`src/hdl/substring_equality_double_hash_assert.svh`:
```
// Assertion macros for the substring equality hash block.
// Included by the RTL modules that carry concurrent checks; needs clk_i and rst_ni in scope.
`ifndef SUBSTRING_EQUALITY_DOUBLE_HASH_ASSERT_SVH
`define SUBSTRING_EQUALITY_DOUBLE_HASH_ASSERT_SVH
`ifndef SYNTHESIS
`define SEDH_ASSERT(label, prop) \
  label: assert property (@(posedge clk_i) disable iff (!rst_ni) (prop)) \
    else $error("sedh: assertion failed");
`define SEDH_ASSERT_ALWAYS(label, prop) \
  label: assert property (@(posedge clk_i) (prop)) \
    else $error("sedh: assertion failed");
`else
`define SEDH_ASSERT(label, prop)
`define SEDH_ASSERT_ALWAYS(label, prop)
`endif
`endif

```
`src/hdl/sedh_pkg.sv`:
```
// Shared types, constants and the modular reduction function of the substring hash block.
// Used by every module of the block; depends on nothing.
`default_nettype none
package sedh_pkg;

  localparam int MAX_TEXT = 1024;
  localparam int ADDR_W   = $clog2(MAX_TEXT);
  localparam int LEN_W    = $clog2(MAX_TEXT + 1);
  localparam int CH_W     = 8;
  localparam int START_W  = 10;
  localparam int SPAN_W   = 11;
  localparam int HASH_W   = 31;
  localparam int BIT_W    = $clog2(HASH_W);
  localparam int RANGE_W  = 12;
  localparam int OP_W     = 2;
  localparam int STAT_W   = 2;
  localparam int CFG_IDX_W = 2;
  localparam int IN_DATA_W  = 40;
  localparam int OUT_DATA_W = 128;
  localparam int LANES      = 4;

  localparam logic [CFG_IDX_W-1:0] CFG_HASH_BASE   = 2'd0;
  localparam logic [CFG_IDX_W-1:0] CFG_MODULUS_ONE = 2'd1;
  localparam logic [CFG_IDX_W-1:0] CFG_MODULUS_TWO = 2'd2;

  localparam logic [HASH_W-1:0] HASH_BASE_RST   = 31'd263;
  localparam logic [HASH_W-1:0] MODULUS_ONE_RST = 31'd1000000007;
  localparam logic [HASH_W-1:0] MODULUS_TWO_RST = 31'd1000000009;

  typedef enum logic [OP_W-1:0] {
    OP_APPEND  = 2'd0,
    OP_COMPARE = 2'd1,
    OP_CLEAR   = 2'd2
  } op_e;

  typedef enum logic [STAT_W-1:0] {
    STATUS_OK    = 2'd0,
    STATUS_RANGE = 2'd1,
    STATUS_FULL  = 2'd2
  } status_e;

  typedef enum logic [2:0] {
    PH_HOLD = 3'd0,
    PH_INIT = 3'd1,
    PH_CRED = 3'd2,
    PH_MUL  = 3'd3,
    PH_ADD  = 3'd4
  } lane_phase_e;

  typedef struct packed {
    lane_phase_e phase;
    logic        last;
  } lane_cmd_t;

  typedef struct packed {
    logic        accept;
    logic        read;
    lane_phase_e phase;
    logic        emit;
  } ctrl_cmd_t;

  typedef struct packed {
    logic go_cmp;
    logic crd_last;
    logic mul_last;
    logic k_one;
    logic out_free;
  } ctrl_stat_t;

  // Reduces a value below three times the modulus into the range of the modulus.
  function automatic logic [HASH_W-1:0] mod_reduce(input logic [HASH_W+1:0] t,
                                                   input logic [HASH_W-1:0] m);
    logic [HASH_W+2:0] tt;
    logic [HASH_W+2:0] m1;
    logic [HASH_W+2:0] m2;
    logic [HASH_W+2:0] d;
    tt = {1'b0, t};
    m1 = {3'b000, m};
    m2 = {2'b00, m, 1'b0};
    if (tt >= m2) begin
      d = tt - m2;
    end else if (tt >= m1) begin
      d = tt - m1;
    end else begin
      d = tt;
    end
    return d[HASH_W-1:0];
  endfunction

endpackage
`default_nettype wire

```
`src/hdl/sedh_ctrl.sv`:
```
// Control FSM sequencing accept, read, character reduction, multiply, add and emit.
// Depends on sedh_pkg and the assertion macro header.
`default_nettype none
`include "substring_equality_double_hash_assert.svh"
module sedh_ctrl (
  input  wire logic                 clk_i,
  input  wire logic                 rst_ni,
  input  wire logic                 s_valid_i,
  output logic                      s_ready_o,
  input  wire sedh_pkg::ctrl_stat_t stat_i,
  output sedh_pkg::ctrl_cmd_t       cmd_o
);

  typedef enum logic [5:0] {
    ST_IDLE = 6'b000001,
    ST_READ = 6'b000010,
    ST_CRED = 6'b000100,
    ST_MUL  = 6'b001000,
    ST_ADD  = 6'b010000,
    ST_EMIT = 6'b100000
  } state_e;

  state_e state_q, state_d;

  always_comb begin
    state_d      = state_q;
    cmd_o.accept = 1'b0;
    cmd_o.read   = 1'b0;
    cmd_o.phase  = sedh_pkg::PH_HOLD;
    cmd_o.emit   = 1'b0;
    s_ready_o    = (state_q == ST_IDLE);
    case (state_q)
      ST_IDLE: begin
        if (s_valid_i) begin
          cmd_o.accept = 1'b1;
          cmd_o.phase  = sedh_pkg::PH_INIT;
          state_d      = stat_i.go_cmp ? ST_READ : ST_EMIT;
        end
      end
      ST_READ: begin
        cmd_o.read = 1'b1;
        state_d    = ST_CRED;
      end
      ST_CRED: begin
        cmd_o.phase = sedh_pkg::PH_CRED;
        if (stat_i.crd_last) begin
          state_d = ST_MUL;
        end
      end
      ST_MUL: begin
        cmd_o.phase = sedh_pkg::PH_MUL;
        if (stat_i.mul_last) begin
          state_d = ST_ADD;
        end
      end
      ST_ADD: begin
        cmd_o.phase = sedh_pkg::PH_ADD;
        state_d     = stat_i.k_one ? ST_EMIT : ST_READ;
      end
      ST_EMIT: begin
        if (stat_i.out_free) begin
          cmd_o.emit = 1'b1;
          state_d    = ST_IDLE;
        end
      end
      default: begin
        state_d = ST_IDLE;
      end
    endcase
  end

  always_ff @(posedge clk_i or negedge rst_ni) begin
    if (!rst_ni) begin
      state_q <= ST_IDLE;
    end else begin
      state_q <= state_d;
    end
  end

  `SEDH_ASSERT(a_ctrl_mul_after_last_bit, (state_q == ST_MUL && $past(state_q == ST_CRED)) |-> $past(stat_i.crd_last))

endmodule
`default_nettype wire

```
`config.mk`:
```
export PLATFORM = sky130hd
export DESIGN_NAME = sedh_ctrl
export DESIGN_NICKNAME = d
export VERILOG_FILES = /design/src/hdl/sedh_pkg.sv /design/src/hdl/sedh_ctrl.sv
export VERILOG_INCLUDE_DIRS = /design/src /design/src/hdl
export SDC_FILE = /design/constraint.sdc
export NUM_CORES = 1
export LEC_CHECK = 0
export BUFFER_PORTS_ARGS = -buffer_cell sky130_fd_sc_hd__buf_2
export CORE_AREA = 2 2 39 41
export DETAILED_ROUTE_END_ITERATION = 8
export DIE_AREA = 0 0 41 43
export PLACE_DENSITY = 0.56
export SETUP_SLACK_MARGIN = 0.4
export SLEW_MARGIN = 15
export SYNTH_ARGS = -nofsm -noshare
export SYNTH_HDL_FRONTEND = slang
export SYNTH_SLANG_ARGS = --single-unit
```
`constraint.sdc`:
```
create_clock -name clk_i -period 2.7 [get_ports clk_i]
set_input_delay 0.54 -clock clk_i [delete_from_list [all_inputs] [get_ports clk_i]]
set_output_delay 0.54 -clock clk_i [all_outputs]
set_load 0.02 [all_outputs]
```
==> metrics, run 1 <==
latest clock arrival within the worst-skew pair 0.24 ns; nets a little over 70; cts repair resizes 0; commonest non-fill, non-tap cell in the layout buf_2; RSZ-0062 raised after global routing false; drt via density 5.013; area grow syn2layout 27.51%; Critical Path Source Type register; critical path type register to output pin; total detailed-routing wirelength 894 µm; Leak about 0.26 nW; final setup fails 0; final hold violations 0; ant diodes 0; max-slew violations 0; mux share of post-synthesis cell area 0%; largest net degree at the start of global routing 8; total iterations of the first detailed-routing run 2; data required time at the worst endpoint around 2.2 ns; Post-synth EDFFs 0; largest registers state_q x6; adder-cell share of the synthesized area 0%; Avg Cell Area, Syn 9.398 µm²; VDD IR-drop max 425.1 µV; Pwr Density 1037 mW/mm²; Core Box Area between 0.001 and 0.0015 mm²; Post-CTS Setup Bufs 0; gpl congestion just under 0.7; Simple-Gate Fraction of Synth Area 36.39%; highest-count cells in the layout ignoring fill and taps 14 x buf_2, 6 x nor2_1, 5 x dfrtp_1; die height 43 µm; final core utilization 38.97%; # IOs 15; clk buf depth 2; Die Wd 41 µm; wire per inst approximately 11 µm; H-tree depth 1; Max Clock Skew around 0.0012 ns; I/O Buffers 14; CTS buffer count 3; post-synth cell types 31; via count about 400; worst slew pin tran approximately 0.33 ns; Fmax 489.2 MHz; Routed Antenna Nets 0; Mapped Nets 53; Cells after Synth 45; fin cells just under 80; placed instance count 75; clock root buffer clkbuf_4; DR iter-0 viols 5; Starting Density 30.56%; Largest Register state_q; Rows 14; Worst Path Arrival 1.50 ns; Tcrit/Tclk final 75.71%; status completed; Synth Flop Type dfrtp_1; max FFs per register 6; MaxCap Viol Count 0; area of the mapped netlist 422.9 µm²; Yosys reg bits 6; antenna violations before repair 0; first-pass GRT wire length 1.593 mm; total negative setup slack 0 ns; vias in the first global route 379; ys async rst share 100.0%; DRC viols 0; share of layout cells above drive strength 1 42.86%; post-synthesis compound-gate area fraction 24.26%; pre-CTS setup slack 0.9153 ns; Min Clock Period, post-route roughly 2.0 ns; clk slew on worst S/H paths approximately 0.040 ns; CTS tree built; GRT Util Overall 14.10%; # hold bufs at CTS 0; largest family of logic cells by synthesized area simple AND/OR/NAND/NOR gates; Worst Slack Setup Final 0.6558 ns; HPWL after DPL 763.4 µm; XOR/XNOR Fraction of Synth Area 0%; CTS sink cnt 6; sequential fraction of the synthesis area roughly 36%; GRT Residual Overflow 0; Hold WS 0.1128 ns; Yosys warnings 0; Worst Hold Class input pin to asynchronous set/reset pin; CP Max Fanout 5; Crit. End Element output pin; Die Outline Area 0.001763 mm²; Slew headroom between 70% and 80%
==> power by group <==
part	internal, W	switching [W]	total [W]
Clock	0.0000559	0.0000308	0.0000867
Combinational	0.000130	0.000186	0.000316
Sequential	0.000123	0.0000337	0.000156
Total	0.000309	0.000250	0.000559
==> cells in the mapped netlist, types with 2 or more instances <==
library cell | count | area (µm²)
a21oi_1 | 2 | 10.01
dfrtp_1 | 5 | 125.1
inv_1 | 3 | 11.26
nor2_1 | 6 | 22.52
nor2b_1 | 2 | 12.51
o21ai_0 | 2 | 10.01
==> cells by family (layout without fill, tap and decap cells) <==
group | after synthesis | after routing
compound gates | 12 | 12
buf+inv | 4 | 22
flops | 6 | 6
simple gates | 23 | 23
==> layout make-up <==
cell class                 instances  area (µm²)
inverter                           4       15.01
timing repair buffer              14       70.07
sequential                         6       151.4
clock buffer                       4       26.28
multi-input combinational         35       256.5
tap                               16       20.02
fill                             142       844.6
==> final timing paths <==
check	cells after the start	end	slack, ns	start
max	4	cmd_o[1]	0.66	state_q[4]
max in group asynchronous	1	state_q[0]	2.37	rst_ni
max reg2reg	4	state_q[5]	1.27	state_q[4]
min reg2reg	2	state_q[0]	0.64	state_q[5]
min	1	state_q[4]	0.11	rst_ni
min in group clk_i	2	state_q[0]	0.54	s_valid_i
==> stage by stage <==
step / total power [W] / area (µm²)
final: 0.0005592 / 539.3
after global routing: 0.0006169 / 539.3
after CTS: 0.0005695 / 539.3
after detailed placement: 0.0004788 / 513.0
after global placement: 0.0004827 / 513.0
after floorplan: 0.0003994 / 422.9
==> worst max-delay path, cell delays in order, from the launching register on <==
cell      delay (ns)
dfrtp_1         0.43
nor4_2          0.37
and3_1          0.22
nand2b_1        0.09
buf_2           0.16
==> per-layer routing <==
| metal | share of wire, % | GRT usage, % |
|---|---|---|
| met3 | 4.8 | 4.712 |
| met5 | 0 | 0 |
| met2 | 52 | 20.00 |
| met4 | 0 | 10.00 |
| met1 | 43 | 16.94 |
(Power assumes the default switching activity.)
==> run 2, diff against run 1 <==
- ABC_AREA: default -> 1
- PLACE_DENSITY: 0.56 -> 0.57
- clock period: 2.7 -> 2 ns (I/O delays scaled with it)
==> metrics, run 2 <==
Largest Register state_q; post-synth cell types 14 (-55%); Tcrit/Tclk final between 80% and 90%; HPWL after DPL 774.4 µm (+1.4%); XOR/XNOR Fraction of Synth Area 0% (unchanged); CTS tree built; top post-synthesis cells by count 12 x inv_1, 10 x nand2_1, 9 x nor2_1; Post-synth EDFFs 0 (unchanged); via count 471 (+19%); data required time at the worst endpoint 1.60 ns (-0.56 ns); buffer and inverter count on the worst path 2 (+1); fin cells 101 (+28%); final setup fails 0 (unchanged); post-synthesis compound-gate area fraction 5.172% (-19 points); main area contributors after synthesis dfrtp_1 29%, inv_1 10%, nand2_1 8.6%, nor2_1 7.8%, dfstp_2 6.0%; slowest stage delay, CP 0.55 ns (+0.12 ns); largest net degree at the start of global routing 8 (unchanged); clk slew on worst S/H paths 0.05 ns (about the same); VDD IR-drop max 731.5 µV (+72%); clk buf depth 2 (unchanged); worst slew pin tran 0.2147 ns (-0.1122 ns); worst r2r path cells 8 (+4); max-slew violations 0 (unchanged); first-pass GRT wire length 1.656 mm (+4.0%); highest-count cells in the layout ignoring fill and taps 12 x inv_1, 10 x nand2_1, 9 x buf_2; antenna violations before repair 0 (unchanged); Filler Cells Inserted 141 (-0.70%); CP cell instances inv_2 -> nor2_4 -> nand3_4 -> o21ai_2 -> buf_6; GRT Residual Overflow 0 (unchanged); DRC viols 0 (unchanged); Routed Antenna Nets 0 (unchanged); total detailed-routing wirelength 1.018 mm (+14%); ant diodes 0 (unchanged); I/O Buffers 14 (unchanged); final hold violations 0 (unchanged); vias in the first global route 430 (+13%); Starting Density 31.46% (+0.90 points); Yosys reg bits 6 (unchanged); mux share of post-synthesis cell area 0% (unchanged); Fmax 572.3 MHz; GRT Util Overall 14.31% (+0.22 points); final core utilization 47.20% (+8.2 points); share of layout cells above drive strength 1 49.41% (+6.6 points); Reg2Reg Setup Slack 0.48 ns (-0.79 ns); Crit. End Element output pin; Leak 0.3800 nW (+48%); family with the most delay on the worst path flip-flops; pre-CTS setup slack 0.4614 ns (-0.4538 ns); H-tree depth 1 (unchanged); Mapped Nets 71 (+34%); Worst path slowest cell dfstp_2; Crit. path cell count 5 (+1); Synth top area share 28.74% (-0.85 points); Avg Cell Area, Syn 6.911 µm² (-26%); Critical Path Source Type register; Register Area 151.4 µm² (unchanged); Worst Slack Setup Final 0.2525 ns (-0.4033 ns); DR iter-0 viols 15 (+10); Rows 14 (unchanged); placed instance count 93 (+24%); most frequent cell after synthesis inv_1; status completed; Max Clock Skew 0.009353 ns (+0.008121 ns); critical path type register to output pin; Die Wd 41 µm (unchanged); sequential fraction of the synthesis area 34.77% (-1.0 points); ys async rst share 100.0% (unchanged); nets 94 (+31%); largest registers state_q x6; Core Box Area 0.001384 mm² (unchanged); Simple-Gate Fraction of Synth Area 46.26% (+9.9 points); Synth Flop Type dfrtp_1; Reg-to-Reg Start state_q[0]; Die Outline Area 0.001763 mm² (unchanged); r2r endpoint state_q[4]; CP Max Fanout 5 (unchanged); drt via density 4.663 (-7.0%); CTS buffer count 3 (unchanged); Yosys warnings 0 (unchanged); wire per inst 10.08 µm (-11%); die height 43 µm (unchanged); commonest non-fill, non-tap cell in the layout inv_1; area grow syn2layout 50.00%; RSZ-0062 raised after global routing true; max FFs per register 6 (unchanged); # IOs 15 (unchanged); Pwr Density 1481 mW/mm² (+43%); largest family of logic cells by synthesized area simple AND/OR/NAND/NOR gates; latest clock arrival within the worst-skew pair 0.26 ns (+0.02 ns); Power Total 0.0009672 W (+73%); adder-cell share of the synthesized area 0% (unchanged); multi-input logic area 265.3 µm² (+3.4%); gpl congestion 0.8311 (+22%); Worst Path Arrival 1.35 ns (-0.15 ns); total iterations of the first detailed-routing run 5 (+3); Cells after Synth 63 (+40%); MaxCap Viol Count 0 (unchanged); total negative setup slack 0 ns (unchanged); Worst Hold Class input pin to register; start point of the critical path state_q[0]; Min Clock Period, post-route 1.747 ns; CTS sink cnt 6 (unchanged); area of the mapped netlist 435.4 µm² (+3.0%); Slew headroom 85.67% (+7.5 points); area leader, netlist dfrtp_1; clock root buffer clkbuf_4; Critical path destination cmd_o[1]
run 2: logic make-up (layout without fill, tap and decap cells):
| group | Yosys count | after routing |
|---|---|---|
| and+or+nand+nor | 38 | 38 |
| DFF | 6 | 6 |
| buffers and inverters | 16 | 38 |
| AOI/OAI and AO/OA | 3 | 3 |
run 2: repair_timing:
item / 4_1_cts / 5_1_grt
endpoints found under the setup margin: 7 / 9
resized for setup: 11 / 7
pin swaps: 5 / 5
hold buffers: 1 / 0
buffers inserted: 3 / 0
endpoints found under the hold margin: 5 / 0
run 2: how the worst min path moves through the flow:
stage	start	end	slack [ns]	cells past startpoint
after global placement	rst_ni	state_q[5]	0.24	1
after global routing	stat_i[1]	state_q[1]	0.44	4
after CTS	stat_i[1]	state_q[1]	0.44	4
after floorplan	rst_ni	state_q[1]	0.10	0
final	stat_i[1]	state_q[1]	0.43	4
after detailed placement	rst_ni	state_q[5]	0.24	1
run 2: report_power, final:
group	switching, W	leakage, nW	internal, W
sequential	0.0000482	0.0788	0.000168
clock	0.0000501	0.0150	0.0000760
combinational	0.000365	0.286	0.000261
run 2: per-layer routing:
| metal | vias to the layer above | wire length (µm) | GRT usage, % |
|---|---|---|---|
| li1 | 241 | - | - |
| met1 | 215 | 421 | 17.26 |
| met2 | 12 | 533 | 21.25 |
| met3 | 3 | 39 | 1.571 |
| met4 | 0 | 23 | 12.00 |
| met5 | - | 0 | 0 |
run 2: stage by stage:
stage | hold WS [ns] | cell area (µm²)
floorplan | 0.1044 | 435.4
global placement | 0.2373 | 525.5
detailed placement | 0.2358 | 525.5
CTS | 0.4372 | 628.1
global route | 0.4387 | 653.1
finish | 0.4282 | 653.1
run 2: final cells by class:
class,count,area share (%)
flip-flops and latches,6,23.18
inverters,16,9.195
clock buffers,4,4.023
well taps,16,3.065
multi-input cells,41,40.61
repair buffers,18,19.92
run 2: worst register-to-register path: cells and delay by family, from the launching register on:
kind | cells | cell delay (ns)
and+or+nand+nor | 5 | 0.55
buffers and inverters | 3 | 0.34
DFF | 1 | 0.55
==> run 3, diff against run 2 <==
==> constraint.sdc (replaced) <==
create_clock -name clk_i -period 1.8 [get_ports clk_i]
set_input_delay 0.09 -clock clk_i [delete_from_list [all_inputs] [get_ports clk_i]]
set_output_delay 0.09 -clock clk_i [all_outputs]
set_load 0.02 [all_outputs]
==> metrics, run 3 (synthesis gave the netlist of run 2 again) <==
status completed; DR iter-0 viols 11 (-4); Critical Path Source Type register; data required time at the worst endpoint 1.71 ns (+0.11 ns); critical path type register to output pin; Starting Density 31.46% (unchanged); first-pass GRT wire length 1.766 mm (+6.6%); Crit. End Element output pin; Leak 0.3983 nW (+4.8%); ant diodes 0 (unchanged); H-tree depth 1 (unchanged); total detailed-routing wirelength 1.183 mm (+16%); Hold WS 0.1149 ns (-0.3133 ns); CP Max Fanout 7 (+2); DRC viols 0 (unchanged); total iterations of the first detailed-routing run 4 (-1); max FFs per register 6 (unchanged); largest net degree at the start of global routing 8 (unchanged); Core Box Area 0.001384 mm² (unchanged); gpl congestion 0.8736 (+5.1%); Fmax 680.5 MHz; antenna violations before repair 0 (unchanged); drt via density 4.651 (-0.27%); latest clock arrival within the worst-skew pair 0.25 ns (about the same); Rows 14 (unchanged); CTS tree built; GRT Util Overall 14.62% (+0.30 points); Routed Antenna Nets 0 (unchanged); HPWL after DPL 782.5 µm (+1.0%); Power Total 0.001106 W (+14%); vias in the first global route 438 (+1.9%); Worst Hold Class input pin to register; highest-count cells in the layout ignoring fill and taps 12 x inv_1, 12 x buf_4, 10 x nand2_1; clock root buffer clkbuf_4; largest registers state_q x6; wire per inst 11.16 µm (+11%); Largest Register state_q; Worst Path Arrival 1.38 ns (+0.03 ns); Die Wd 41 µm (unchanged); area grow syn2layout 54.31%; CTS buffer count 3 (unchanged); final setup fails 0 (unchanged); share of layout cells above drive strength 1 48.89% (-0.52 points); MaxCap Viol Count 0 (unchanged); final hold violations 0 (unchanged); CTS sink cnt 6 (unchanged); RSZ-0062 raised after global routing true; nets 99 (+5.3%); clk slew on worst S/H paths 0.05 ns (about the same); Min Clock Period, post-route 1.470 ns; via count 493 (+4.7%); VDD IR-drop max 698.9 µV (-4.5%); Die Outline Area 0.001763 mm² (unchanged); max-slew violations 0 (unchanged); I/O Buffers 14 (unchanged); # IOs 15 (unchanged); Max Clock Skew 0.004946 ns (-0.004407 ns); worst slew pin tran 0.2374 ns (+0.02274 ns); clk buf depth 2 (unchanged); Slew headroom 84.13% (-1.5 points); pre-CTS setup slack 0.5424 ns (+0.08092 ns); total negative setup slack 0 ns (unchanged); Worst Slack Setup Final 0.3304 ns (+0.07791 ns); GRT Residual Overflow 0 (unchanged); die height 43 µm (unchanged); Tcrit/Tclk final 81.64%; Pwr Density 1646 mW/mm² (+11%)
[run 3: layout make-up]
| class | instances | area (µm²) |
|---|---|---|
| inverters | 16 | 60.06 |
| repair buffers | 23 | 156.4 |
| multi-input cells | 41 | 257.7 |
| well taps | 16 | 20.02 |
| fillers | 148 | 711.9 |
| clock buffers | 4 | 26.28 |
| flip-flops and latches | 6 | 151.4 |
[run 3: final timing paths]
kind,start,endpoint,slack (ns),cells after the start
min,stat_i[1],state_q[1],0.11,4
min in group asynchronous,rst_ni,state_q[4],0.19,2
max reg2reg,state_q[4],state_q[3],0.39,8
min reg2reg,state_q[4],state_q[5],0.66,3
max in group asynchronous,rst_ni,state_q[0],1.38,2
max,state_q[0],cmd_o[2],0.33,5
[run 3: layer usage]
metal	GRT usage (%)	wire [µm]
met2	22.81	641
met5	0	0
met3	3.141	51
met4	6.000	13
met1	18.57	475
[run 3: repair_timing]
action | CTS | global route
resized for setup | 6 | 7
setup endpoints to repair | 4 | 11
pin swaps | 2 | 5
hold endpoints to repair | 6 | 0
hold buffers | 1 | 0
buffers inserted | 4 | 4
gates cloned | 0 | 0
[run 3: critical path: stages (launching register included)]
cell and delay [ns]:
dfstp_2 0.38, buf_4 0.14, nor2_4 0.19, nand3_2 0.16, nand2_1 0.12, buf_4 0.14
[run 3: through the flow]
| step | instance area [µm²] | utilization [%] | cells |
|---|---|---|---|
| 5_1_grt | 671.9 | 48.55 | 106 |
| 4_1_cts | 614.3 | 44.39 | 102 |
| 3_5_place_dp | 525.5 | 37.97 | 93 |
| 6_report | 671.9 | 48.55 | 106 |
| 3_3_place_gp | 525.5 | 37.97 | 93 |
| 2_1_floorplan | 435.4 | - | 63 |
[run 3: power by group]
| group | switching [W] | internal, W |
|---|---|---|
| Clock | 0.0000559 | 0.0000844 |
| Combinational | 0.000413 | 0.000313 |
| Sequential | 0.0000541 | 0.000186 |
| Total | 0.000523 | 0.000584 |
